[src/rtl/core/hslp_pkg.sv]
package hslp_pkg;

	// Shortest status line that can pass.
	localparam int DEF_MIN_LINE_LENGTH = 12;

	// Width of the digit counter, which saturates at four.
	localparam int DIGIT_CNT_W = 3;
	localparam logic [DIGIT_CNT_W-1:0] DIGITS_WANTED = 3'd3;
	localparam logic [DIGIT_CNT_W-1:0] DIGITS_TOO_MANY = 3'd4;

	localparam int CODE_W = 10;

	// ASCII codes the parser looks for.
	localparam logic [7:0] CHAR_SPACE = 8'h20;
	localparam logic [7:0] CHAR_ZERO = 8'h30;
	localparam logic [7:0] CHAR_NINE = 8'h39;

	// Parser phases.
	typedef enum logic [2:0] {
		PH_PREFIX = 3'd0,
		PH_SEEK   = 3'd1,
		PH_SKIP   = 3'd2,
		PH_DIGITS = 3'd3,
		PH_DONE   = 3'd4
	} phase_t;

	// One beat of the byte stream.
	typedef struct packed {
		logic [7:0] line_byte;
		logic       is_last;
	} byte_beat_t;

	// One beat of the result stream.
	typedef struct packed {
		logic              parse_ok;
		logic [CODE_W-1:0] status_code;
	} result_beat_t;

	// Expected text of the first four bytes: "HTTP".
	function automatic logic [7:0] prefix_char(input logic [1:0] idx);
		logic [7:0] c;
		unique case (idx)
			2'd0: c = 8'h48;
			2'd1: c = 8'h54;
			2'd2: c = 8'h54;
			2'd3: c = 8'h50;
			default: c = 8'h50;
		endcase
		return c;
	endfunction

	function automatic logic is_digit(input logic [7:0] b);
		return (b >= CHAR_ZERO) && (b <= CHAR_NINE);
	endfunction

endpackage

[src/rtl/core/hslp_in_stage.sv]
module hslp_in_stage (
	input  logic                  clk,
	input  logic                  arst_n,
	input  logic                  byte_valid,
	output logic                  byte_stall,
	input  hslp_pkg::byte_beat_t  byte_data,
	input  logic                  advance,
	output logic                  valid_s1,
	output hslp_pkg::byte_beat_t  data_s1
);

	logic load;

	// The register takes a new beat when it is empty or its beat moves on.
	assign load = !valid_s1 || advance;
	assign byte_stall = !load;

	always_ff @(posedge clk or negedge arst_n) begin
		if (!arst_n) begin
			valid_s1 <= 1'b0;
		end else if (load) begin
			valid_s1 <= byte_valid;
		end
	end

	// Payload needs no reset.
	always_ff @(posedge clk) begin
		if (load && byte_valid) begin
			data_s1 <= byte_data;
		end
	end

endmodule

[src/rtl/core/hslp_core.sv]
module hslp_core #(
	parameter int MIN_LINE_LENGTH = hslp_pkg::DEF_MIN_LINE_LENGTH
) (
	input  logic                   clk,
	input  logic                   arst_n,
	input  logic                   valid_s1,
	input  hslp_pkg::byte_beat_t   data_s1,
	output logic                   advance,
	output logic                   result_valid,
	input  logic                   result_stall,
	output hslp_pkg::result_beat_t result_data
);

	localparam int CntW = $clog2(MIN_LINE_LENGTH + 1);
	localparam logic [CntW-1:0] MinLen = CntW'(MIN_LINE_LENGTH);
	localparam logic [CntW-1:0] LastPrefixPos = CntW'(3);

	localparam int CW = hslp_pkg::CODE_W;
	localparam int DW = hslp_pkg::DIGIT_CNT_W;

	hslp_pkg::phase_t  phase_q, phase_nxt;
	logic [CntW-1:0]   byte_count_q, byte_count_nxt;
	logic              prefix_bad_q, prefix_bad_nxt;
	logic [CW-1:0]     code_acc_q, code_acc_nxt;
	logic [DW-1:0]     digit_count_q, digit_count_nxt;

	logic [7:0]        b;
	logic [CW-1:0]     digit_val;
	logic              take;
	logic              line_ok;
	logic              result_taken;
	hslp_pkg::result_beat_t result_nxt;

	assign b = data_s1.line_byte;
	assign digit_val = CW'(b - hslp_pkg::CHAR_ZERO);
	assign result_taken = result_valid && !result_stall;

	// A last byte moves on only when the result register is free or is emptied now.
	assign advance = valid_s1 && (!data_s1.is_last || !result_valid || !result_stall);
	assign take = advance;

	// Next state for one byte.
	always_comb begin
		phase_nxt = phase_q;
		prefix_bad_nxt = prefix_bad_q;
		code_acc_nxt = code_acc_q;
		digit_count_nxt = digit_count_q;
		byte_count_nxt = (byte_count_q < MinLen) ? byte_count_q + 1'b1 : byte_count_q;

		unique case (phase_q)
			hslp_pkg::PH_PREFIX: begin
				if (b != hslp_pkg::prefix_char(byte_count_q[1:0])) begin
					prefix_bad_nxt = 1'b1;
				end
				if (byte_count_q >= LastPrefixPos) begin
					phase_nxt = hslp_pkg::PH_SEEK;
				end
			end
			hslp_pkg::PH_SEEK: begin
				if (b == hslp_pkg::CHAR_SPACE) begin
					phase_nxt = hslp_pkg::PH_SKIP;
				end
			end
			hslp_pkg::PH_SKIP, hslp_pkg::PH_DIGITS: begin
				if (hslp_pkg::is_digit(b)) begin
					phase_nxt = hslp_pkg::PH_DIGITS;
					if (digit_count_q < hslp_pkg::DIGITS_WANTED) begin
						code_acc_nxt = (code_acc_q << 3) + (code_acc_q << 1) + digit_val;
						digit_count_nxt = digit_count_q + 1'b1;
					end else begin
						digit_count_nxt = hslp_pkg::DIGITS_TOO_MANY;
					end
				end else if (!(phase_q == hslp_pkg::PH_SKIP && b == hslp_pkg::CHAR_SPACE)) begin
					phase_nxt = hslp_pkg::PH_DONE;
				end
			end
			default: begin
				// Stopped, and unused codes: only the byte count moves.
			end
		endcase
	end

	// Verdict from the state after this byte.
	always_comb begin
		line_ok = !prefix_bad_nxt && (byte_count_nxt >= MinLen) &&
			(digit_count_nxt == hslp_pkg::DIGITS_WANTED);
		result_nxt.parse_ok = line_ok;
		result_nxt.status_code = line_ok ? code_acc_nxt : '0;
	end

	// Parser state; a last byte returns it to reset.
	always_ff @(posedge clk or negedge arst_n) begin
		if (!arst_n) begin
			phase_q <= hslp_pkg::PH_PREFIX;
			byte_count_q <= '0;
			prefix_bad_q <= 1'b0;
			code_acc_q <= '0;
			digit_count_q <= '0;
		end else if (take) begin
			if (data_s1.is_last) begin
				phase_q <= hslp_pkg::PH_PREFIX;
				byte_count_q <= '0;
				prefix_bad_q <= 1'b0;
				code_acc_q <= '0;
				digit_count_q <= '0;
			end else begin
				phase_q <= phase_nxt;
				byte_count_q <= byte_count_nxt;
				prefix_bad_q <= prefix_bad_nxt;
				code_acc_q <= code_acc_nxt;
				digit_count_q <= digit_count_nxt;
			end
		end
	end

	// Result register valid flag.
	always_ff @(posedge clk or negedge arst_n) begin
		if (!arst_n) begin
			result_valid <= 1'b0;
		end else if (take && data_s1.is_last) begin
			result_valid <= 1'b1;
		end else if (result_taken) begin
			result_valid <= 1'b0;
		end
	end

	always_ff @(posedge clk) begin
		if (take && data_s1.is_last) begin
			result_data <= result_nxt;
		end
	end

	// A failed line never reports a code.
	a_fail_zero_code: assert property (@(posedge clk) disable iff (!arst_n)
		result_valid |-> (result_data.parse_ok || result_data.status_code == '0))
		else $error("failed line carries a nonzero status code");

	// Digit count saturates at four.
	a_digit_sat: assert property (@(posedge clk) disable iff (!arst_n)
		digit_count_q <= hslp_pkg::DIGITS_TOO_MANY)
		else $error("digit count beyond saturation");

	// In the digit phase at least one digit has been seen.
	a_digits_seen: assert property (@(posedge clk) disable iff (!arst_n)
		(phase_q == hslp_pkg::PH_DIGITS) |-> (digit_count_q != '0))
		else $error("digit phase with no digit");

	// The end of a line leaves the parser in its reset state.
	a_line_reset: assert property (@(posedge clk) disable iff (!arst_n)
		(take && data_s1.is_last) |=>
			(phase_q == hslp_pkg::PH_PREFIX && byte_count_q == '0 &&
			 digit_count_q == '0 && !prefix_bad_q))
		else $error("state not cleared after last byte");

	// A pending result is never overwritten before it is taken.
	a_no_overwrite: assert property (@(posedge clk) disable iff (!arst_n)
		(result_valid && result_stall) |-> !(take && data_s1.is_last))
		else $error("result register overwritten while stalled");

endmodule

[src/rtl/core/http_status_line_parser_top.sv]
// Path: the last byte passes the input register; its result is then held in
// the result register until taken. Throughput: one byte per cycle while
// byte_stall is low; the parser state is updated by a single registered pass
// per byte, and the result register takes one result per cycle while
// result_stall is low. Reset: arst_n is asynchronous and active low; it empties
// both registers and returns the parser to the prefix check of a new line.
module http_status_line_parser_top #(
	parameter int MIN_LINE_LENGTH = hslp_pkg::DEF_MIN_LINE_LENGTH
) (
	input  logic                   clk,
	input  logic                   arst_n,
	input  logic                   byte_valid,
	output logic                   byte_stall,
	input  hslp_pkg::byte_beat_t   byte_data,
	output logic                   result_valid,
	input  logic                   result_stall,
	output hslp_pkg::result_beat_t result_data
);

	logic                 valid_s1;
	hslp_pkg::byte_beat_t data_s1;
	logic                 advance;

	// Input register.
	hslp_in_stage u_in_stage (
		.clk       (clk),
		.arst_n    (arst_n),
		.byte_valid(byte_valid),
		.byte_stall(byte_stall),
		.byte_data (byte_data),
		.advance   (advance),
		.valid_s1  (valid_s1),
		.data_s1   (data_s1)
	);

	// Parser state and result register.
	hslp_core #(
		.MIN_LINE_LENGTH(MIN_LINE_LENGTH)
	) u_core (
		.clk         (clk),
		.arst_n      (arst_n),
		.valid_s1    (valid_s1),
		.data_s1     (data_s1),
		.advance     (advance),
		.result_valid(result_valid),
		.result_stall(result_stall),
		.result_data (result_data)
	);

endmodule

[config.mk]
export PLATFORM = sky130hd
export DESIGN_NAME = http_status_line_parser_top
export DESIGN_NICKNAME = d
export VERILOG_FILES = /design/src/rtl/core/hslp_pkg.sv /design/src/rtl/core/hslp_in_stage.sv /design/src/rtl/core/hslp_core.sv /design/src/rtl/core/http_status_line_parser_top.sv
export SDC_FILE = /design/constraint.sdc
export NUM_CORES = 1
export LEC_CHECK = 0
export BUFFER_PORTS_ARGS = -buffer_cell sky130_fd_sc_hd__buf_2
export CELL_PAD_IN_SITES_DETAIL_PLACEMENT = 1
export CELL_PAD_IN_SITES_GLOBAL_PLACEMENT = 1
export CORE_UTILIZATION = 45
export DETAILED_ROUTE_END_ITERATION = 7
export GPL_TIMING_DRIVEN = 0
export HOLD_SLACK_MARGIN = 0.1
export PLACE_DENSITY_LB_ADDON = 0.1
export SKIP_LAST_GASP = 1
export SLEW_MARGIN = 5
export SYNTH_ARGS = -nofsm -noshare
export SYNTH_HDL_FRONTEND = slang
export SYNTH_SLANG_ARGS = --single-unit
export TNS_END_PERCENT = 50
[constraint.sdc]
create_clock -name clk -period 3.3 [get_ports clk]
set_clock_uncertainty 0.05 [all_clocks]
set_input_delay 0.495 -clock clk [delete_from_list [all_inputs] [get_ports clk]]
set_output_delay 0.495 -clock clk [all_outputs]
set_load 0.005 [all_outputs]
-- Yosys cells after proc, flatten, opt, wreduce, memory -nomap -nowiden
Index checks and enable logic that the tools add are counted.
W data, S select, Z words.
- $add $sub $neg: 5
- order comparisons: 6
- equal/unequal tests: 12
- muxes and demuxes: 23
- reduce and logical (&&, ||, !) cells: 24
- operators by type and width (cell ; number):
    $mux W10 ; 4
    $mux W3 ; 9
    $pmux W8 S3 ; 1
    $add A10 B10 Y10 ; 2
    $eq A3 B2 Y1 const B ; 3
    $pmux W3 S3 ; 1
    $sub A8 B6 Y9 const B ; 1
    $eq A8 B6 Y1 const B ; 1
    $ge A8 B6 Y1 const B ; 1
    $le A8 B6 Y1 const B ; 1
    $logic_and A1 B1 Y1 ; 8
    $mux W4 ; 2
    $mux W8 ; 1
    $ne A8 B8 Y1 ; 1
    $logic_not A1 Y1 ; 6
    $ne A3 B2 Y1 const B ; 2
    $mux W1 ; 5
    $reduce_and A5 Y1 ; 1
    $add A4 B1 Y4 const B ; 1
    $eq A2 B2 Y1 const B ; 2
    $ge A4 B2 Y1 const B ; 1
    $ge A4 B4 Y1 const B ; 1
    $lt A4 B4 Y1 const B ; 1
    $ne A4 B3 Y1 const B ; 1
    10 further kinds ; 13
- register bits after elaboration: 43
- logic and storage cells: 81

-- Depth between registers and ports, before layout
Gate-level depths: netlist (run 1).
- word-level depth: 10
- gate-level depth with buffers: 11

-- By module
Synthesis (run 1) repeated with hierarchy kept, for this count alone.
- cells, all modules: 231
- area, all modules: 2506.2 µm²
- by module, submodules not included (module ; times used ; cells an instance ; area each (µm²) ; sequential area each (µm²)):
    hslp_core ; 1 ; 217 ; 2178.3 ; 880.8
    hslp_in_stage ; 1 ; 14 ; 327.8 ; 295.3

-- Least setup slack after synthesis (run 1)
Ideal clock, no wire load.
- path kind: reg2reg
- start: reg u_in_stage.data_s1[5] (netlist name)
- end: reg u_core.result_data[9] (netlist name)
- setup time: 0.254 ns
- arrival time: 2.594 ns
- data required time: 2.996 ns
- path slack: 0.403 ns
- cell stages (with the launch flop): 12
- path buffers: 0
- clock period less this slack: 2.897 ns
- cells stage by stage: edfxtp_1 -> ha_1 -> xor2_1 -> fa_1 -> inv_1 -> ha_1 -> nand3_1 -> o211ai_1 -> o41ai_1 -> xnor2_1 -> o21ai_0 -> nor2b_1
- word-level cells in the longest chain between the ends: 6
- elaborated cells between the ends (all ways): 17
- those cells by class: add/sub: 2; order compare: 2; eq/ne: 2; mux: 7; reduce/logical: 4
- RTL lines (element):
    branches (longest 6 deep; another with $add A10 B10 Y10)
Parallel ways; which one is timed is not known.
A chain may end at the register's enable or synchronous reset.

-- Final worst setup path (run 1)
- start: reg u_in_stage.data_s1[5] (netlist name)
- end: reg u_core.result_data[9] (netlist name)
- word-level cells in the longest chain between the ends: 6
- elaborated cells between the ends (all ways): 17
- those cells by class: add/sub: 2; order compare: 2; eq/ne: 2; mux: 7; reduce/logical: 4
- RTL lines (element):
    branches (longest 6 deep; another with $add A10 B10 Y10)
Parallel ways; which one is timed is not known.

==> impl_metrics.toml, run 1 <==
[global_route]
grt_max_degree = 24
grt_pass1_wl_um = 11000
antenna_found_initial = 0
track_usage = 0.235
grt_pass1_vias = 2198
overflow = 0

[timing]
tightest_slew_ps = 819
whs_ps = 133
slew_headroom = 0.453
hold_viol = 0
slew_violations = 0
finalSetupViolations = 0
max_freq_ghz = 0.321
final.setup.tns_ps = 0
timing.final.crit_share = 0.944
period_minus_slack_ps = 3110

[yosys]
synth_warnings = 0
syn_area_per_cell_um2 = 10.0
async_flop_share = 0.535
synth_seq_area_share = 0.442
synthFlopType = "dfrtp_1"
netlist_instances = 266
synthesis.area_um2 = 2660
ys_seq_elements = 43
synth-edff-count = 20
synth_nets = 300
synth_cell_types = 49

[min_path]
holdCritPathClass = "input pin to asynchronous set/reset pin"

[setup_path]
cpPeakStageDelay_ps = 500
crit_path_max_fanout = 5
crit_family = "adder cells"
cp_num_buf_inv = 1
start_kind = "flop"
end_kind = "flop"
slowest_stage = "fa_1"
path_common_cell = "ha_1"
critical_path_class = "flop to flop"
crit_arrival_ps = 3120
worstPathRequired_ps = 3310
crit_chain = "ha_1 > xor2_1 > fa_1 > inv_1 > ha_1 > nand3_1 > o211ai_1 > o41ai_2 > xnor2_1 > o21ai_0 > nor2b_1"

[status]
outcome = "finished clean"

[floorplan]
core_area_um2 = 5610
io_pins = 26
start_util = 0.474
dieArea_um2 = 6220
die_h_um = 78.9
die-width_um = 78.9
num_rows = 27

[drt]
detail-route-antenna-nets = 0
vias_per_cell = 5.67
wire_per_inst_um = 17.7
drc = 0
dr.first_iter.drc_count = 124
via_count = 2108
drtPass1Iterations = 4
totalWireLength_um = 6600

[layout]
synthToLayoutAreaGrowth_pct = 11.9
diodes = 0
seqCellArea_um2 = 1180
multi_input_area_um2 = 1340
layout-drive-gt1-share = 0.173
fill_cells = 671
final_common_cell = "nand2_1"
layout_common_cells = "nand2_1 (29), inv_1 (28), buf_2 (26)"
nets = 333
post-route-util = 0.531

[placed_design]
port_buffers = 25
gp_congestion = 0.787
detailed_place_hpwl_um = 5020

[clock_tree]
clk_path_buf_depth = 2
h-tree-depth = 2
cts_tree = "done"
holdBufCountCts = 0
cts_buffers = 5
cts_root_buf = "clkbuf_8"
numClockSinks = 43
path_clk_slew_ps = 80
clk_latency_ps = 290

[power]
powerDensity_nw_per_um2 = 650
ir_drop_v = 0.000254
finalPower_mw = 1.93
leakagePower_nw = 1.26

[run]
max_cap_violations = 0
## per-layer routing
layer  wire length [um]  global-route usage  up-vias
li1                   -                   -     1015
met1               3040               0.296     1048
met3                195              0.0368        9
met4                 78              0.0655        0
met5                  0                   0        -
met2               3280               0.417       36
## worst paths after layout
check | from | to | slack, ps | cells past startpoint
min in group clk | byte_data[0] | u_in_stage.data_s1[0]$_DFFE_PP_ | 320 | 1
worst min-delay path | arst_n | u_core.digit_count_q[1]$_DFFE_PN0P_ | 130 | 1
max in group asynchronous | arst_n | u_core.code_acc_q[0]$_DFFE_PN0P_ | 2690 | 1
worst min register to register | u_core.prefix_bad_q$_DFFE_PN0P_ | u_core.prefix_bad_q$_DFFE_PN0P_ | 470 | 2
worst max register to register | u_in_stage.data_s1[5]$_DFFE_PP_ | u_core.result_data[9]$_SDFFCE_PN0P_ | 190 | 11
worst max-delay path | u_in_stage.data_s1[5]$_DFFE_PP_ | u_core.result_data[9]$_SDFFCE_PN0P_ | 190 | 11
## flip-flops by register name, summed over array words and instances (netlist names)
register              flops
u_core.prefix_bad_q       1
u_core.digit_count_q      3
u_core.result_valid       1
u_core.code_acc_q        10
u_in_stage.valid_s1       1
u_core.phase_q            3
u_core.result_data       11
u_core.byte_count_q       4
u_in_stage.data_s1        9
## cell families after synthesis
family | synth area share
muxes | 0.00800
buffers and inverters | 0.0569
DFF | 0.442
adders and majority gates | 0.119
xor gates and xnor gates | 0.0329
AOI/OAI and AO/OA | 0.183
and+or+nand+nor | 0.159
## metrics by stage
stage / cells / area [um2] / setup WS, ps
after floorplan: 266 / 2660 / 403
after detailed placement: 363 / 2880 / 51.2
after global placement: 363 / 2880 / 59.4
after CTS: 371 / 2960 / 23.6
final: 372 / 2980 / 185
after global routing: 372 / 2980 / -12.5
## report_power, final
part	switching, mW	total [mW]	internal, mW
Sequential	0.107	0.759	0.651
Combinational	0.478	0.843	0.365
Clock	0.184	0.333	0.148
Total	0.770	1.93	1.16
## cell usage after synthesis, types with 4 or more instances
library cell	number	area share
nand2_1	29	0.041
inv_1	28	0.040
dfrtp_1	23	0.22
edfxtp_1	20	0.23
nor2_1	17	0.024
a21oi_1	16	0.030
ha_1	14	0.066
o21ai_0	10	0.019
o22ai_1	9	0.021
xnor2_1	9	0.030
a21oi_2	8	0.026
fa_1	7	0.053
nand3_1	7	0.013
and2_1	5	0.012
clkbuf_1	5	0.0071
nand2b_1	4	0.0094
nor3_1	4	0.0075
## timing repair
action                     CTS  global route
setup endpoints to repair    0             4
setup buffers                0             1
resized for setup            0             1
## cell type report
type                            count  area share
Clock buffer                        6      0.0244
Multi-Input combinational cell    187       0.451
Timing Repair Buffer               26      0.0445
Inverter                           28      0.0353
Clock inverter                      2     0.00420
Tap cell                           72      0.0303
Sequential cell                    43       0.395
Buffer                              8      0.0155
Power figures use the tool's default switching activity.
==> run 2, diff against run 1 <==
clock period = 4 ns   (was 3.3 ns; I/O delays follow)
==> run 2 against run 1 <==
Cell area down 0.50%. First-iteration DRC count down 8.9%. Clock-buffer cell count unchanged. Sequential power down 18%. Non-clock buffer count down 1.
==> impl_metrics.toml, run 2 (same netlist as run 1, synthesis figures left out) <==
[status]
outcome = "finished clean"

[layout]
post-route-util = 0.528
fin_area_um2 = 2960
reg_top3 = "u_core.result_data x11, u_core.code_acc_q x10, u_in_stage.data_s1 x9"
largest_reg_flops = 11
nets = 332
synthToLayoutAreaGrowth_pct = 11.4
layout-drive-gt1-share = 0.167
layout_common_cells = "nand2_1 (29), inv_1 (28), buf_2 (26)"
diodes = 0
final_common_cell = "nand2_1"
fin_cells = 371
largest-register = "u_core.result_data"

[clock_tree]
cts_buffers = 5
post-cts-setup-buffers = 0
path_clk_slew_ps = 90
holdBufCountCts = 0
ctsResizeCount = 0
cts_tree = "done"
clk_latency_ps = 290
clk_path_buf_depth = 2
cts_root_buf = "clkbuf_8"
numClockSinks = 43
h-tree-depth = 2

[floorplan]
core_area_um2 = 5610
start_util = 0.474
num_rows = 27
die-width_um = 78.9
io_pins = 26
die_h_um = 78.9
dieArea_um2 = 6220

[global_route]
grt_max_degree = 24
grt_pass1_wl_um = 11000
antenna_found_initial = 0
track_usage = 0.235
grt_pass1_vias = 2198
overflow = 0

[timing]
hold_viol = 0
slew_headroom = 0.455
finalSetupViolations = 0
period_minus_slack_ps = 3250
final.setup.tns_ps = 0
tightest_slew_ps = 817
slew_violations = 0
max_freq_ghz = 0.308
timing.final.crit_share = 0.812
rsz0062_at_grt = "no"

[power]
powerDensity_nw_per_um2 = 536
ir_drop_v = 0.000211
leakagePower_nw = 1.25
finalPower_mw = 1.59

[drt]
via_count = 2109
vias_per_cell = 5.68
dr.first_iter.drc_count = 113
drtPass1Iterations = 4
totalWireLength_um = 6570
detail-route-antenna-nets = 0
drc = 0
wire_per_inst_um = 17.7

[setup_path]
start_kind = "flop"
rrSetupSlack_ps = 750
end_kind = "flop"
crit_arrival_ps = 3260
crit_path_max_fanout = 7
critical_path_class = "flop to flop"
worstPathRequired_ps = 4010

[placed_design]
detailed_place_hpwl_um = 5020
gp_congestion = 0.787
dp_cells = 363
placed_area_um2 = 2880
port_buffers = 25

[run]
max_cap_violations = 0

[min_path]
holdCritPathClass = "input pin to asynchronous set/reset pin"
-- run 2: cell count changes in the layout (fill, tap and decap cells not counted), sizes merged --
cell / before / now
buf: 29 / 28
-- run 2: worst max-delay path, stage by stage (launching register included) --
cell,delay (ps)
edfxtp_1,530
ha_1,330
xor2_1,180
fa_1,500
inv_1,50
ha_1,340
nand3_1,100
o211ai_1,140
o41ai_1,350
xnor2_1,200
o21ai_0,90
nor2b_1,140
-- run 2: routing by layer --
metal	share of wire	track usage	wire (um)	up-vias
met5	0	0	0	-
met2	0.49	0.417	3200	49
met3	0.035	0.0368	229	10
met4	0.016	0.0655	105	0
li1	-	-	-	1014
met1	0.46	0.296	3030	1036
-- run 2: power breakdown --
part / leakage (nW) / internal, mW / switching, mW
Combinational: 0.712 / 0.297 / 0.389
Sequential: 0.499 / 0.537 / 0.0890
Clock: 0.0412 / 0.122 / 0.153
Total: 1.25 / 0.956 / 0.630
-- run 2: area by class of cell --
cell class / instances / area [um2]
Inverter: 28 / 105
Timing Repair Buffer: 25 / 125
Clock buffer: 6 / 72.6
Buffer: 8 / 46.3
Sequential cell: 43 / 1180
Tap cell: 72 / 90.1
Fill cell: 672 / 2650
Clock inverter: 2 / 12.5
Multi-Input combinational cell: 187 / 1340
-- run 2: through the flow --
step,hold WS [ps],setup WS [ps]
final,236,754
after global routing,271,563
after CTS,244,724
after detailed placement,453,751
after global placement,428,759
after floorplan,254,1100
-- run 2: path summary, 6_finish.rpt --
path / start / depth (start not counted) / end
max: u_in_stage.data_s1[5]$_DFFE_PP_ / 11 / u_core.result_data[9]$_SDFFCE_PN0P_
min: arst_n / 1 / u_core.digit_count_q[1]$_DFFE_PN0P_
max reg2reg: u_in_stage.data_s1[5]$_DFFE_PP_ / 11 / u_core.result_data[9]$_SDFFCE_PN0P_
min reg2reg: u_core.prefix_bad_q$_DFFE_PN0P_ / 2 / u_core.prefix_bad_q$_DFFE_PN0P_
max in group asynchronous: arst_n / 1 / u_core.code_acc_q[0]$_DFFE_PN0P_
min in group clk: byte_data[0] / 1 / u_in_stage.data_s1[0]$_DFFE_PP_
==> run 3, diff against run 2 <==
ABC_AREA = 1   (was unset)
CORE_UTILIZATION = 41   (was 45)
clock period = 2.8 ns   (was 4 ns; I/O delays follow)
==> run 3 against run 2 <==
Largest power group is now sequential cells. Core utilization shrank 1.8 points. First-iteration DRC count shrank 57%. Power grew 19%. Die area grew 12%. Non-clock buffer count grew 3. Sequential power grew 28%. Synthesized cell count grew 20%. Critical path depth grew 4. Combinational power shrank 3%. Register-to-register slack lost 680 ps. Clock-buffer cell count shrank 1. Routed wire length grew 3.9%.
==> impl_metrics.toml, run 3 <==
[status]
outcome = "finished clean"

[clock_tree]
clk_path_buf_depth = 2
cts_root_buf = "clkbuf_8"
h-tree-depth = 2
clk_latency_ps = 310
cts_buffers = 5
numClockSinks = 43
cts_tree = "done"
path_clk_slew_ps = 90

[setup_path]
critical_path_class = "flop to flop"
cpPeakStageDelay_ps = 510
r2r_start = "u_in_stage.data_s1[5]$_DFFE_PP_"
slowest_stage = "edfxtp_1"
worst-r2r-cell-count = 15
rrSetupSlack_ps = 80
reg2reg_to = "u_core.result_data[8]$_SDFFCE_PN0P_"
path_common_cell = "nand2_1"
crit_arrival_ps = 2750
crit_family = "adder cells"
end_kind = "flop"
worstPathRequired_ps = 2830
start_kind = "flop"
crit_chain = "ha_4 > xor2_2 > fa_1 > inv_1 > ha_4 > buf_12 > nand2_1 > inv_1 > nand4_1 > nand3_1 > nand2_1 > nand2_1 > nand2_1 > nand2_1 > nor2_2"
crit_path_max_fanout = 4
cp_num_buf_inv = 3

[yosys]
synthFlopType = "dfrtp_1"
syn_area_per_cell_um2 = 8.54
ys_seq_elements = 43
synthTopCellsByCount = "nand2_1 (80), inv_1 (55), dfrtp_1 (23), nor2_1 (23), edfxtp_1 (20)"
synthesis.area_um2 = 2720
synth_top_area_frac = 0.221
netlist_instances = 318
synth-edff-count = 20
synth_cell_types = 33
synth.most_common_cell = "nand2_1"
synth_nets = 352
synth_area_leaders = "edfxtp_1 (22%), dfrtp_1 (21%), nand2_1 (11%), inv_1 (7.6%), ha_1 (6.4%)"
async_flop_share = 0.535
yosysTopAreaCell = "edfxtp_1"
synth_seq_area_share = 0.433
synth_warnings = 0

[timing]
timing.final.crit_share = 0.972
tightest_slew_ps = 675
period_minus_slack_ps = 2720
max_freq_ghz = 0.367
rsz0062_at_grt = "yes"
hold_viol = 0
final.setup.tns_ps = 0
finalSetupViolations = 0
slew_headroom = 0.548
slew_violations = 0

[layout]
nets = 392
diodes = 0
fill_cells = 784
reg_top3 = "u_core.result_data x11, u_core.code_acc_q x10, u_in_stage.data_s1 x9"
largest-register = "u_core.result_data"
largest_reg_flops = 11
synthToLayoutAreaGrowth_pct = 20.0
layout_common_cells = "nand2_1 (71), inv_1 (52), buf_2 (25)"
final_common_cell = "nand2_1"
layout-drive-gt1-share = 0.273
post-route-util = 0.510

[floorplan]
io_pins = 26
core_area_um2 = 6390
start_util = 0.425
die-width_um = 83.4
die_h_um = 83.4
dieArea_um2 = 6950
num_rows = 29

[drt]
detail-route-antenna-nets = 0
dr.first_iter.drc_count = 49
vias_per_cell = 5.09
drtPass1Iterations = 4
totalWireLength_um = 6830
via_count = 2218
drc = 0
wire_per_inst_um = 15.7

[placed_design]
gp_congestion = 0.803
detailed_place_hpwl_um = 5050
port_buffers = 25

[min_path]
min-delay-start = "byte_data[0]"
whs_endpoint = "u_in_stage.data_s1[0]$_DFFE_PP_"
hold-path-cell-count = 1
holdCritPathClass = "input pin to flop"

[global_route]
grt_pass1_vias = 2344
grt_max_degree = 24
grt_pass1_wl_um = 11300
antenna_found_initial = 0
overflow = 0
track_usage = 0.212

[run]
max_cap_violations = 0

[power]
ir_drop_v = 0.000336
leakagePower_nw = 1.55
finalPower_mw = 1.89
powerDensity_nw_per_um2 = 581
==> run 3: cell count changes after synthesis, moves of 5 or more <==
cell     previous run  this run
xnor2_1             9         2
nor2_1             17        23
and2_1              5         0
o21ai_2             0         6
a21oi_2             8         0
nor2_2              0        12
inv_1              28        55
a21oi_1            16        11
nand3_1             7        18
nand2_1            29        80
==> run 3: what timing repair did <==
| item | 4_1_cts | 5_1_grt |
|---|---|---|
| resized for setup | 9 | 24 |
| hold buffers | 1 | 0 |
| setup buffers | 4 | 3 |
| hold endpoints to repair | 23 | 0 |
| endpoints found under the setup margin | 4 | 7 |
| cloned | 0 | 0 |
| pin swaps | 1 | 16 |
==> run 3: how the worst max path moves through the flow <==
stage / start / to / cells past startpoint
global placement: u_in_stage.data_s1[5]$_DFFE_PP_ / u_core.result_data[9]$_SDFFCE_PN0P_ / 14
floorplan: u_in_stage.data_s1[5]$_DFFE_PP_ / u_core.result_data[9]$_SDFFCE_PN0P_ / 15
CTS: u_in_stage.data_s1[5]$_DFFE_PP_ / u_core.result_data[9]$_SDFFCE_PN0P_ / 15
finish: u_in_stage.data_s1[5]$_DFFE_PP_ / u_core.result_data[8]$_SDFFCE_PN0P_ / 15
detailed placement: u_in_stage.data_s1[5]$_DFFE_PP_ / u_core.result_data[9]$_SDFFCE_PN0P_ / 14
global route: u_in_stage.data_s1[5]$_DFFE_PP_ / u_core.result_data[9]$_SDFFCE_PN0P_ / 17
==> run 3: cell type report <==
| class | count | area [um2] | area share |
|---|---|---|---|
| well taps | 77 | 96.3 | 0.0296 |
| clock inverters | 3 | 23.8 | 0.00729 |
| inverters | 56 | 210 | 0.0645 |
| multi-input cells | 216 | 1460 | 0.447 |
| repair buffers | 33 | 204 | 0.0626 |
| clock buffers | 5 | 68.8 | 0.0211 |
| plain buffers | 3 | 22.5 | 0.00691 |
| flip-flops and latches | 43 | 1180 | 0.361 |
==> run 3: metal layers <==
layer / vias to the layer above / GRT usage / part of all wire
met2: 34 / 0.396 / 0.54
met4: 0 / 0.0846 / 0.020
li1: 1094 / - / -
met1: 1080 / 0.237 / 0.41
met3: 10 / 0.0378 / 0.023
met5: - / 0 / 0
==> run 3: logic make-up after synthesis <==
group,Yosys count,synth area share
simple gates,151,0.264
buf+inv,59,0.0857
flops,43,0.433
compound gates,39,0.0848
fa+ha+maj,21,0.116
xor+xnor,5,0.0161
==> run 3: power by group <==
group,switching [mW],internal (mW),leakage (nW)
Clock,0.246,0.179,0.0408
Combinational,0.394,0.273,1.00
Sequential,0.0684,0.733,0.503
==> run 3: stage by stage <==
stage          setup slack (ps)  instance area, um2  std cells  hold WS [ps]
2_1_floorplan               145                2720        318          74.4
4_1_cts                    2.73                3140        433           223
5_1_grt                   -93.4                3260        436           221
3_5_place_dp               -314                2940        420           399
3_3_place_gp               -218                2940        420           388
6_report                   78.2                3260        436           236
==> run 3: worst register-to-register path: stages (launching register included) <==
cell	delay, ps
edfxtp_1	510
ha_4	240
xor2_2	150
fa_1	480
inv_1	60
ha_4	280
buf_12	100
nand2_1	50
inv_1	70
nand4_1	100
nand3_1	100
nand2_1	50
nand2_1	80
nand2_1	70
nand2_1	80
nor2_2	50
